--- src/hw/rtl/bdc_pkg.sv ---
package bdc_pkg;

    // Button identities as emitted on the result channel
    localparam logic [1:0] BTN_BACK   = 2'd0;
    localparam logic [1:0] BTN_UP     = 2'd1;
    localparam logic [1:0] BTN_SELECT = 2'd2;
    localparam logic [1:0] BTN_DOWN   = 2'd3;

    // Pending slot code for "nothing pending"
    localparam logic [2:0] NO_PENDING = 3'd4;

    // Result kinds
    localparam logic KIND_BUTTON = 1'b0;
    localparam logic KIND_BOOT   = 1'b1;

    // Configuration register indexes
    localparam logic [2:0] REG_DEBOUNCE    = 3'd0;
    localparam logic [2:0] REG_GRACE       = 3'd1;
    localparam logic [2:0] REG_HOLD        = 3'd2;
    localparam logic [2:0] REG_COMBO       = 3'd3;
    localparam logic [2:0] REG_ROTATED     = 3'd4;
    localparam logic [2:0] REG_PRESENT     = 3'd5;
    localparam logic [2:0] REG_ACTIVE_HIGH = 3'd6;

    // Most events one poll tick can raise
    localparam int MAX_EVENTS = 5;

    typedef struct packed {
        logic [15:0] debounce_samples;
        logic [15:0] grace_samples;
        logic [15:0] hold_samples;
        logic [2:0]  combo_mask;
        logic        rotated;
        logic [2:0]  present_mask;
        logic [2:0]  active_high_mask;
    } cfg_t;

    typedef struct packed {
        logic [2:0]       debounced;
        logic [3:0]       emitted;
        logic [2:0]       pending_id;
        logic [15:0]      pending_count;
        logic [2:0]       suppress;
        logic [2:0][15:0] debounce_count;
        logic [15:0]      hold_count;
    } state_t;

    typedef struct packed {
        logic       kind;
        logic [1:0] button;
        logic       pressed;
    } event_t;

    typedef struct packed {
        event_t [MAX_EVENTS-1:0] ev;
        logic [2:0]              n;
    } ev_list_t;

    typedef struct packed {
        logic       kind;
        logic [1:0] button;
        logic       pressed;
        logic       last;
    } out_beat_t;

    localparam cfg_t CFG_RESET = '{
        debounce_samples: 16'd3,
        grace_samples:    16'd5,
        hold_samples:     16'd100,
        combo_mask:       3'd6,
        rotated:          1'b0,
        present_mask:     3'd7,
        active_high_mask: 3'd0
    };

    localparam state_t STATE_RESET = '{
        debounced:      3'd0,
        emitted:        4'd0,
        pending_id:     NO_PENDING,
        pending_count:  16'd0,
        suppress:       3'd0,
        debounce_count: '0,
        hold_count:     16'd0
    };

endpackage

--- src/hw/rtl/button_debounce_combo_synth_core.sv ---
// Button debounce and combo synthesizer. Each beat on the s_ channel is one
// poll tick of the back/up/select pins; the block returns zero to five result
// beats on the m_ channel, the final one of a tick flagged by m_last. The
// whole tick is evaluated combinationally on acceptance and its events are parked
// in a five-entry batch buffer that drains through the output register at one
// beat per cycle while m_ready keeps the output register free. A tick that
// raises events keeps s_ready low until all of them have reached the output
// register, while ticks that raise none go back to back. The
// next tick is taken in the cycle after the last event of the previous one has
// moved into the output register, so it overlaps the final beat waiting on
// m_ready. Configuration writes take effect on the next tick and must be made
// while no results are outstanding.
module button_debounce_combo_synth_core (
    input  logic        aclk,
    input  logic        aresetn,

    input  logic        cfg_wr_en,
    input  logic [2:0]  cfg_index,
    input  logic [15:0] cfg_wdata,

    input  logic        s_valid,
    output logic        s_ready,
    input  logic [2:0]  s_pin_levels,

    output logic        m_valid,
    input  logic        m_ready,
    output logic        m_kind,
    output logic [1:0]  m_button,
    output logic        m_pressed,
    output logic        m_last
);

    bdc_pkg::cfg_t      cfg_reg;
    bdc_pkg::state_t    state_reg;
    bdc_pkg::state_t    state_next;
    bdc_pkg::ev_list_t  events;
    logic               all_pressed;

    bdc_pkg::out_beat_t batch_reg [bdc_pkg::MAX_EVENTS];
    logic [2:0]         batch_cnt_reg;
    bdc_pkg::out_beat_t out_reg;
    logic               out_valid_reg;

    logic               accept;
    logic               out_load;

    // Configuration registers
    always_ff @(posedge aclk) begin
        if (!aresetn) begin
            cfg_reg <= bdc_pkg::CFG_RESET;
        end else if (cfg_wr_en) begin
            unique case (cfg_index)
                bdc_pkg::REG_DEBOUNCE:    cfg_reg.debounce_samples <= cfg_wdata;
                bdc_pkg::REG_GRACE:       cfg_reg.grace_samples    <= cfg_wdata;
                bdc_pkg::REG_HOLD:        cfg_reg.hold_samples     <= cfg_wdata;
                bdc_pkg::REG_COMBO:       cfg_reg.combo_mask       <= cfg_wdata[2:0];
                bdc_pkg::REG_ROTATED:     cfg_reg.rotated          <= cfg_wdata[0];
                bdc_pkg::REG_PRESENT:     cfg_reg.present_mask     <= cfg_wdata[2:0];
                bdc_pkg::REG_ACTIVE_HIGH: cfg_reg.active_high_mask <= cfg_wdata[2:0];
                default: ;
            endcase
        end
    end

    bdc_step u_step (
        .cfg        (cfg_reg),
        .state      (state_reg),
        .pin_levels (s_pin_levels),
        .state_next (state_next),
        .events     (events),
        .all_pressed(all_pressed)
    );

    assign s_ready  = (batch_cnt_reg == 3'd0);
    assign accept   = s_valid && s_ready;
    assign out_load = (batch_cnt_reg != 3'd0) && (!out_valid_reg || m_ready);

    // Advance the tick state on each accepted beat
    always_ff @(posedge aclk) begin
        if (!aresetn) begin
            state_reg <= bdc_pkg::STATE_RESET;
        end else if (accept) begin
            state_reg <= state_next;
        end
    end

    // Batch buffer: load a tick's events, shift one out per output load
    always_ff @(posedge aclk) begin
        if (!aresetn) begin
            batch_cnt_reg <= 3'd0;
        end else if (accept) begin
            batch_cnt_reg <= events.n;
        end else if (out_load) begin
            batch_cnt_reg <= batch_cnt_reg - 3'd1;
        end
    end

    always_ff @(posedge aclk) begin
        if (accept) begin
            for (int i = 0; i < bdc_pkg::MAX_EVENTS; i++) begin
                batch_reg[i].kind    <= events.ev[i].kind;
                batch_reg[i].button  <= events.ev[i].button;
                batch_reg[i].pressed <= events.ev[i].pressed;
                batch_reg[i].last    <= (3'(i) + 3'd1 == events.n);
            end
        end else if (out_load) begin
            for (int i = 0; i < bdc_pkg::MAX_EVENTS - 1; i++) begin
                batch_reg[i] <= batch_reg[i+1];
            end
        end
    end

    // Output register: hold until taken, refill from the batch head
    always_ff @(posedge aclk) begin
        if (!aresetn) begin
            out_valid_reg <= 1'b0;
        end else if (out_load) begin
            out_valid_reg <= 1'b1;
        end else if (m_ready) begin
            out_valid_reg <= 1'b0;
        end
    end

    always_ff @(posedge aclk) begin
        if (out_load) begin
            out_reg <= batch_reg[0];
        end
    end

    assign m_valid   = out_valid_reg;
    assign m_kind    = out_reg.kind;
    assign m_button  = out_reg.button;
    assign m_pressed = out_reg.pressed;
    assign m_last    = out_reg.last;

    // Batch never holds more events than one tick can raise
    assert property (@(posedge aclk) disable iff (!aresetn)
        batch_cnt_reg <= 3'(bdc_pkg::MAX_EVENTS))
        else $error("batch count above event limit");

    // Only up or select can sit in the pending slot
    assert property (@(posedge aclk) disable iff (!aresetn)
        state_reg.pending_id == bdc_pkg::NO_PENDING ||
        state_reg.pending_id == {1'b0, bdc_pkg::BTN_UP} ||
        state_reg.pending_id == {1'b0, bdc_pkg::BTN_SELECT})
        else $error("illegal pending button");

    // A boot request always closes its tick
    assert property (@(posedge aclk) disable iff (!aresetn)
        m_valid && m_kind == bdc_pkg::KIND_BOOT |-> m_last)
        else $error("boot request not last of tick");

    // Holding all three buttons releases every emitted button
    assert property (@(posedge aclk) disable iff (!aresetn)
        accept && all_pressed |=> state_reg.emitted == 4'd0)
        else $error("buttons still emitted while all held");

endmodule

--- src/hw/rtl/bdc_step.sv ---
// Per-tick update: debounce, combo, grace and hold logic for one poll tick.
// Produces the next state and the ordered list of events of the tick.
module bdc_step (
    input  bdc_pkg::cfg_t     cfg,
    input  bdc_pkg::state_t   state,
    input  logic [2:0]        pin_levels,
    output bdc_pkg::state_t   state_next,
    output bdc_pkg::ev_list_t events,
    output logic              all_pressed
);

    typedef struct packed {
        logic [3:0]        emitted;
        bdc_pkg::ev_list_t list;
    } emit_ctx_t;

    emit_ctx_t        ctx;
    bdc_pkg::state_t  nx;
    logic [2:0]       raw;
    logic [1:0]       bt;
    logic             pend_hit;

    // Map a logical button to its emitted identity
    function automatic logic [1:0] rot_id(logic rot, logic [1:0] id);
        logic [1:0] r;
        r = id;
        if (rot && id == bdc_pkg::BTN_UP) begin
            r = bdc_pkg::BTN_DOWN;
        end else if (rot && id == bdc_pkg::BTN_DOWN) begin
            r = bdc_pkg::BTN_UP;
        end
        return r;
    endfunction

    function automatic logic is_emit(logic [3:0] emitted, logic rot, logic [1:0] id);
        return emitted[rot_id(rot, id)];
    endfunction

    // Append one event, capped at the list depth
    function automatic bdc_pkg::ev_list_t push(bdc_pkg::ev_list_t l, logic kind,
                                               logic [1:0] btn, logic prs);
        bdc_pkg::ev_list_t r;
        r = l;
        if (l.n < 3'(bdc_pkg::MAX_EVENTS)) begin
            r.ev[l.n].kind    = kind;
            r.ev[l.n].button  = btn;
            r.ev[l.n].pressed = prs;
            r.n               = l.n + 3'd1;
        end
        return r;
    endfunction

    // Change an emitted state bit and log the edge if it moved
    function automatic emit_ctx_t set_emit(emit_ctx_t c, logic rot, logic [1:0] id,
                                           logic on);
        emit_ctx_t  r;
        logic [1:0] e;
        r = c;
        e = rot_id(rot, id);
        if (c.emitted[e] != on) begin
            r.emitted[e] = on;
            r.list       = push(c.list, bdc_pkg::KIND_BUTTON, e, on);
        end
        return r;
    endfunction

    always_comb begin
        nx          = state;
        ctx.emitted = state.emitted;
        ctx.list    = '0;
        bt          = bdc_pkg::BTN_UP;
        pend_hit    = 1'b0;
        raw         = ~(pin_levels ^ cfg.active_high_mask) & cfg.present_mask;

        if (raw == 3'b111) begin
            // All three held: silence everything and count toward boot request
            if (state.hold_count < cfg.hold_samples) begin
                nx.hold_count = state.hold_count + 16'd1;
            end
            nx.debounce_count = '0;
            ctx = set_emit(ctx, cfg.rotated, bdc_pkg::BTN_BACK, 1'b0);
            nx.pending_id    = bdc_pkg::NO_PENDING;
            nx.pending_count = '0;
            ctx = set_emit(ctx, cfg.rotated, bdc_pkg::BTN_UP, 1'b0);
            ctx = set_emit(ctx, cfg.rotated, bdc_pkg::BTN_SELECT, 1'b0);
            ctx = set_emit(ctx, cfg.rotated, bdc_pkg::BTN_DOWN, 1'b0);
            nx.suppress = state.debounced & cfg.combo_mask;
            if (nx.hold_count >= cfg.hold_samples) begin
                ctx.list = push(ctx.list, bdc_pkg::KIND_BOOT, bdc_pkg::BTN_BACK, 1'b0);
            end
        end else begin
            nx.hold_count = '0;

            // Debounce each pin independently
            for (int i = 0; i < 3; i++) begin
                if (raw[i] == state.debounced[i]) begin
                    nx.debounce_count[i] = '0;
                end else begin
                    nx.debounce_count[i] = state.debounce_count[i] + 16'd1;
                    if (nx.debounce_count[i] >= cfg.debounce_samples) begin
                        nx.debounce_count[i] = '0;
                        nx.debounced[i]      = raw[i];
                    end
                end
            end

            ctx = set_emit(ctx, cfg.rotated, bdc_pkg::BTN_BACK, nx.debounced[0]);

            if ((nx.debounced & cfg.combo_mask) == cfg.combo_mask) begin
                // Combo held: synthetic down replaces up and select
                nx.pending_id    = bdc_pkg::NO_PENDING;
                nx.pending_count = '0;
                ctx = set_emit(ctx, cfg.rotated, bdc_pkg::BTN_UP, 1'b0);
                ctx = set_emit(ctx, cfg.rotated, bdc_pkg::BTN_SELECT, 1'b0);
                ctx = set_emit(ctx, cfg.rotated, bdc_pkg::BTN_DOWN, 1'b1);
            end else begin
                // Combo broken: release down, mask partners until they let go
                if (is_emit(ctx.emitted, cfg.rotated, bdc_pkg::BTN_DOWN)) begin
                    ctx = set_emit(ctx, cfg.rotated, bdc_pkg::BTN_DOWN, 1'b0);
                    nx.suppress = nx.suppress | (nx.debounced & cfg.combo_mask);
                end

                // Navigation update for up, then select
                for (int b = 1; b <= 2; b++) begin
                    bt       = 2'(b);
                    pend_hit = (nx.pending_id == {1'b0, bt});
                    if (nx.suppress[b]) begin
                        if (!nx.debounced[b]) begin
                            nx.suppress[b] = 1'b0;
                        end
                        if (pend_hit) begin
                            nx.pending_id    = bdc_pkg::NO_PENDING;
                            nx.pending_count = '0;
                        end
                        ctx = set_emit(ctx, cfg.rotated, bt, 1'b0);
                    end else if (nx.debounced[b]) begin
                        if (!is_emit(ctx.emitted, cfg.rotated, bt)) begin
                            if (nx.pending_id == bdc_pkg::NO_PENDING) begin
                                nx.pending_id    = {1'b0, bt};
                                nx.pending_count = '0;
                            end else if (pend_hit) begin
                                nx.pending_count = nx.pending_count + 16'd1;
                                if (nx.pending_count >= cfg.grace_samples) begin
                                    nx.pending_id    = bdc_pkg::NO_PENDING;
                                    nx.pending_count = '0;
                                    ctx = set_emit(ctx, cfg.rotated, bt, 1'b1);
                                end
                            end
                        end
                    end else begin
                        // Released during grace: emit a tap
                        if (pend_hit) begin
                            nx.pending_id    = bdc_pkg::NO_PENDING;
                            nx.pending_count = '0;
                            ctx = set_emit(ctx, cfg.rotated, bt, 1'b1);
                            ctx = set_emit(ctx, cfg.rotated, bt, 1'b0);
                        end
                        ctx = set_emit(ctx, cfg.rotated, bt, 1'b0);
                    end
                end
            end
        end

        nx.emitted = ctx.emitted;
    end

    assign state_next  = nx;
    assign events      = ctx.list;
    assign all_pressed = (raw == 3'b111);

endmodule
--- config.mk ---
export PLATFORM = sky130hd
export DESIGN_NAME = button_debounce_combo_synth_core
export DESIGN_NICKNAME = d
export VERILOG_FILES = /design/src/hw/rtl/bdc_pkg.sv /design/src/hw/rtl/button_debounce_combo_synth_core.sv /design/src/hw/rtl/bdc_step.sv
export SDC_FILE = /design/constraint.sdc
export NUM_CORES = 1
export LEC_CHECK = 0
export BUFFER_PORTS_ARGS = -buffer_cell sky130_fd_sc_hd__clkbuf_2
export CAP_MARGIN = 20
export CORE_MARGIN = 10
export CORE_UTILIZATION = 50
export DETAILED_ROUTE_END_ITERATION = 12
export GPL_TIMING_DRIVEN = 0
export PLACE_DENSITY_LB_ADDON = 0.15
export RECOVER_POWER = 50
export SLEW_MARGIN = 20
export SYNTH_ARGS = -nofsm -noshare
export SYNTH_HDL_FRONTEND = slang
export SYNTH_SLANG_ARGS = --single-unit
--- constraint.sdc ---
create_clock -name aclk -period 22.2 [get_ports aclk]
set_clock_uncertainty 0.1 [all_clocks]
set_input_delay 2.22 -clock aclk [delete_from_list [all_inputs] [get_ports aclk]]
set_output_delay 2.22 -clock aclk [all_outputs]
set_load 0.02 [all_outputs]
Yosys cells after proc, flatten, opt, wreduce, memory -nomap -nowiden:

Memory sizes are Yosys's and may differ from the RTL's. A register that Yosys moved wholly into a read port is not among the register bits.
Index checks and enable logic that the tools add are counted.

* equal/unequal tests: 22
* bitwise gates (word level): 28
* add/sub/neg operators: 20
* magnitude comparators: 66
* reductions and logical operators: 42
* muxes and demuxes: 351

Operators with widths (count)
* 2-to-1 mux 27 bit: 43
* bitwise mux 20 bit: 46
* 2-to-1 mux 23 bit: 32
* demux 4 bit (select 3 bit): 39
* 2-to-1 mux 19 bit: 17
* 2-to-1 mux 26 bit: 5
* 2-to-1 mux 16 bit: 8
* adder 16 x 1 -> 16 bit, second input constant: 6
* >= comparator 16 bit: 6
* 2-to-1 mux 86 bit: 1
* 2-to-1 mux 2 bit: 37
* 2-to-1 mux 24 bit: 3
* 2-to-1 mux 1 bit: 63
* 2-to-1 mux 3 bit: 19
* < comparator 3 x 4 -> 1 bit, second input constant: 13
* 2-to-1 mux 4 bit: 13
* adder 3 x 1 -> 3 bit, second input constant: 13
* >= comparator 3 x 1 -> 1 bit, second input constant: 13
* < comparator 3 bit, second input constant: 13
* < comparator 2 x 3 -> 1 bit, second input constant: 11
* AND 4 bit: 7
* inverter 4 bit: 7
* binary-select mux 1 bit (select 2 bit): 12
* logical AND 1 bit: 24
* other kinds (29): 78

* bits of input ports: 27
* flip-flop bits (word level): 155
* logic and storage cells: 549
* memories kept: 1
* RAM bits: 25

Memories
* batch_reg: words 5, width 5, rd ports 5, clocked after Yosys merged registers in 1, wr ports 5, RTL line button_debounce_combo_synth_core.sv:39 `bdc_pkg::out_beat_t batch_reg [bdc_pkg::MAX_EVENTS];`

Logic depth before layout (Yosys ltp):

* depth in word-level cells: 109
* gate-level depth with buffers: 44
* mapped depth without buffers: 41

By module:

A second synthesis with hierarchy kept.

* cell total of the unflattened synthesis: 2087
* area total of the unflattened synthesis: 15939.0 um2

Modules (own cells, without submodules)
* bdc_step: times used 1, area an instance 8882.3 um2, cells each 1345
* button_debounce_combo_synth_core: times used 1, area an instance 7056.8 um2, cells each 742

Least setup slack after synthesis:

No wires, ideal clock.

* path type: register -> register
* from: register state_reg[16] in the netlist's numbering
* to: memory batch_reg[1][0] in the netlist's numbering (data pin)
* data arrival time: 8.087 ns
* period minus slack after synthesis: 8.457 ns
* buffers on the path: 2
* stages on the path, launching flop included: 42
* path slack: 13.743 ns
* cell sequence: dfxtp_1 ha_1 and3_1 clkbuf_1 and3_1 and3_1 xor2_1 ha_1 and4_1 o211ai_1 a21oi_1 a21oi_1 o21ai_1 mux2i_1 inv_1 ha_1 inv_1 ha_1 [... 6 more ...] nand2_1 a31o_2 a21oi_1 a222oi_1 buf_4 inv_1 ha_1 nor2b_1 nand3_1 and2_1 mux2_2 inv_2 ha_1 and3_1 a2111oi_0 o22ai_1 nand2_1 o31ai_1

RTL lines
* start, declared: RTL line button_debounce_combo_synth_core.sv:34 `bdc_pkg::state_t state_reg;`
* start signal, assigned: RTL line button_debounce_combo_synth_core.sv:81 `state_reg <= bdc_pkg::STATE_RESET;`
* start signal, assigned: RTL line button_debounce_combo_synth_core.sv:83 `state_reg <= state_next;`
* end, declared: RTL line button_debounce_combo_synth_core.sv:39

==> impl_metrics.env <==
export IMPL_status="finished clean"
export IMPL_fin_ws_ns=10.78
export IMPL_cts_tree="done"
export IMPL_r2r_slack_ns=10.78
export IMPL_dpl_cell_area_um2=15800
export IMPL_dieArea_um2=37700
export IMPL_antenna_found_initial=0
export IMPL_yosysUniqueCellTypes=89
export IMPL_avgSynthCellArea_um2=7.66
export IMPL_synthTopCellsByArea="dfxtp_1 (20%), ha_1 (11%), a21oi_1 (6.2%)"
export IMPL_clock_root_buffer="clkbuf_16"
export IMPL_hp_class="flop to flop"
export IMPL_io_buffers=32
export IMPL_hold_viol=0
export IMPL_vias_per_cell=6.46
export IMPL_dp_hpwl_um=41700
export IMPL_yosysWarnings=0
export IMPL_die_h_um=194
export IMPL_synth_area_leader_cell="dfxtp_1"
export IMPL_clkPwrFrac_pct=26.7
export IMPL_grt_pass1_wl_um=83600
export IMPL_diodes=0
export IMPL_yosys_area_top_type_share_pct=20.3
export IMPL_coreArea_um2=29800
export IMPL_p_leak_nw=6.54
export IMPL_syn_cell_area_um2=15200
export IMPL_maxCapViolCount=0
export IMPL_drc=0
export IMPL_clk_pin_slew_ns=0.08
export IMPL_cts_buffers=17
export IMPL_grt_overflow_total=0
export IMPL_cpPeakStageDelay_ns=0.95
export IMPL_start_util_pct=50.9
export IMPL_route_detailed_wl_per_inst_um=22.1
export IMPL_post_cts_setup_buffers=0
export IMPL_die_w_um=194
export IMPL_netlist_instances=1981
export IMPL_largest_register_ffs=92
export IMPL_report_final_setup_viol=0
export IMPL_final_nets=2203
export IMPL_worstSkewPairLatency_ns=0.46
export IMPL_grt_start_max_net_pins=22
export IMPL_pin_count=34
export IMPL_async_flop_share_pct=0
export IMPL_max_vdd_ir_drop_v=0.0000596
export IMPL_drt_iter0_drc=1615
export IMPL_synth_nets=2151
export IMPL_power_internal_uw=708
export IMPL_fin_crit_sh_pct=51.5
export IMPL_cpMaxStageDelayCell="o21ai_0"
export IMPL_comb_power_share_pct=40.7
export IMPL_rows=63
export IMPL_track_usage_pct=27.5
export IMPL_worstPathArrival_ns=11.50
export IMPL_htreeDepth=4
export IMPL_fmax_mhz=87.5
export IMPL_synthFlopType="dfxtp_1"
export IMPL_rsz0062_at_grt="no"
export IMPL_crit_type="flop to flop"
export IMPL_post_place_ws_ns=11.41
export IMPL_max_slew_margin_rel_pct=18.4
export IMPL_p_sw_share_pct=43.8
export IMPL_end_kind="flop"
export IMPL_clk_path_buf_depth=2
export IMPL_drt_pass1_iterations=8
export IMPL_fin_area_um2=16400
export IMPL_antenna_left=0
export IMPL_syn_to_final_growth_pct=8.39
export IMPL_ctsResizeCount=0
export IMPL_fin_crit_ns=11.42
export IMPL_required_ns=22.28
export IMPL_critical_path_most_common_cell="ha_1"
export IMPL_drive_above_1_share_pct=4.79
export IMPL_cts_sinks=184
export IMPL_start_kind="flop"
export IMPL_postCtsHoldBufs=0
export IMPL_synth_edff_count=30
export IMPL_cellPowerDensity_nw_per_um2=76.6
export IMPL_drv_slew=0
export IMPL_synth_seq_cells=184
export IMPL_grt_pass1_vias=14900
export IMPL_vias=15700
export IMPL_setup_tns_ns=0
export IMPL_drt_wl_total_um=53900
export IMPL_seqPwrFrac_pct=32.6
export IMPL_whs_ns=0.323
export IMPL_worst_pin_slew_ns=1.21
export IMPL_ys_seq_area_share_pct=26.3
export IMPL_place_gp_congestion=0.994
export IMPL_switching_power_uw=551
export IMPL_critPathMaxFanout=12
## power groups by stage
stage          sequential, mW  clock, mW  combinational, mW
2_1_floorplan           0.418          0              0.327
3_3_place_gp            0.416          0              0.493
3_5_place_dp            0.418          0              0.496
4_1_cts                 0.410      0.338              0.498
5_1_grt                 0.413      0.350              0.552
6_report                0.410      0.336              0.513
## per-layer routing
layer / share of wire, % / up-vias / GRT usage (%)
met3: 9.1 / 136 / 6.90
met2: 45 / 735 / 43.9
met5: 0 / - / 0
met4: 3.9 / 0 / 11.4
li1: - / 7409 / -
met1: 42 / 7452 / 34.5
## path summary, 6_finish.rpt
kind,startpoint,endpoint,cells after the start
worst min-delay path,batch_reg[0][0],m_last,0
worst max register to register,state_reg[16],batch_reg[1][0],40
worst max-delay path,state_reg[16],batch_reg[1][0],40
worst min register to register,batch_reg[0][0],m_last,0
## cell families (layout without fill, tap and decap cells)
logic type | after synthesis | count (layout) | share of synthesized area [%]
compound gates | 603 | 603 | 26.1
xor+xnor | 95 | 95 | 5.48
fa+ha+maj | 143 | 143 | 12.0
buf+inv | 196 | 260 | 4.96
flops | 184 | 184 | 26.3
mux | 29 | 29 | 1.99
simple gates | 731 | 731 | 23.2
## synth_stat cells (6+ instances only)
cell,n
a211o_1,11
a211oi_1,22
a21o_1,27
a21oi_1,188
a221o_1,7
a221oi_1,6
a22o_1,8
a22oi_1,45
a311oi_1,7
a31oi_1,19
a32o_1,6
a32oi_1,10
a41oi_1,6
and2_1,13
and3_1,46
buf_1,10
buf_2,7
clkbuf_1,93
dfxtp_1,154
edfxtp_1,30
ha_1,139
inv_1,78
mux2_2,6
mux2i_1,22
nand2_1,250
nand2b_1,19
nand3_1,74
nand3b_1,20
nand4_1,26
nor2_1,154
nor2b_1,19
nor3_1,38
nor3b_1,9
nor4_1,19
o211ai_1,19
o21a_1,13
o21ai_0,116
o22ai_1,13
o31ai_1,15
or3_1,20
or4_1,9
xnor2_1,55
xor2_1,40
## metrics by stage
step                      instances  power, mW  util (%)
after floorplan                1981      0.745         -
after CTS                      2435       1.25      55.2
after global routing           2435       1.32      55.2
after global placement         2403      0.909      53.1
final                          2435       1.26      55.2
after detailed placement       2404      0.914      53.1
## final cells by class
cell class	instances	area [um2]
buffer	112	437
clock buffer	18	450
clock inverter	13	176
fill	2934	13400
inverter	84	315
multi-input combinational	1601	10400
sequential	184	3980
tap	390	488
timing repair buffer	33	153
## cell usage in the layout, fill, tap and decap left out, types with 9 or more instances in the layout
cell type / Yosys / layout
a211o_1: 11 / 11
a211oi_1: 22 / 22
a21o_1: 27 / 27
a21oi_1: 188 / 188
a22oi_1: 45 / 45
a31oi_1: 19 / 19
a32oi_1: 10 / 10
and2_1: 13 / 10
and3_1: 46 / 46
clkbuf_1: 93 / 106
clkbuf_16: 0 / 18
clkbuf_2: 0 / 22
dfxtp_1: 154 / 154
edfxtp_1: 30 / 30
ha_1: 139 / 139
inv_1: 78 / 80
mux2i_1: 22 / 22
nand2_1: 250 / 250
nand2b_1: 19 / 19
nand3_1: 74 / 74
nand3b_1: 20 / 20
nand4_1: 26 / 26
nor2_1: 154 / 154
nor2b_1: 19 / 19
nor3_1: 38 / 38
nor4_1: 19 / 19
o211ai_1: 19 / 19
o21a_1: 13 / 13
o21ai_0: 116 / 117
o22ai_1: 13 / 13
o31ai_1: 15 / 15
or3_1: 20 / 20
or4_1: 9 / 9
xnor2_1: 55 / 55
xor2_1: 40 / 40
## critical path: cells and delay by family (launching register included)
kind                     cells  cell delay [ns]
XOR/XNOR                     1             0.09
adder cells (fa/ha/maj)      7             2.31
flip-flops                   1             0.41
buffers and inverters        6             1.26
AND/OR/NAND/NOR             12             2.50
multiplexers                 2             1.13
AO/OA/AOI/OAI               12             3.36
Power figures use the tool's default switching activity.
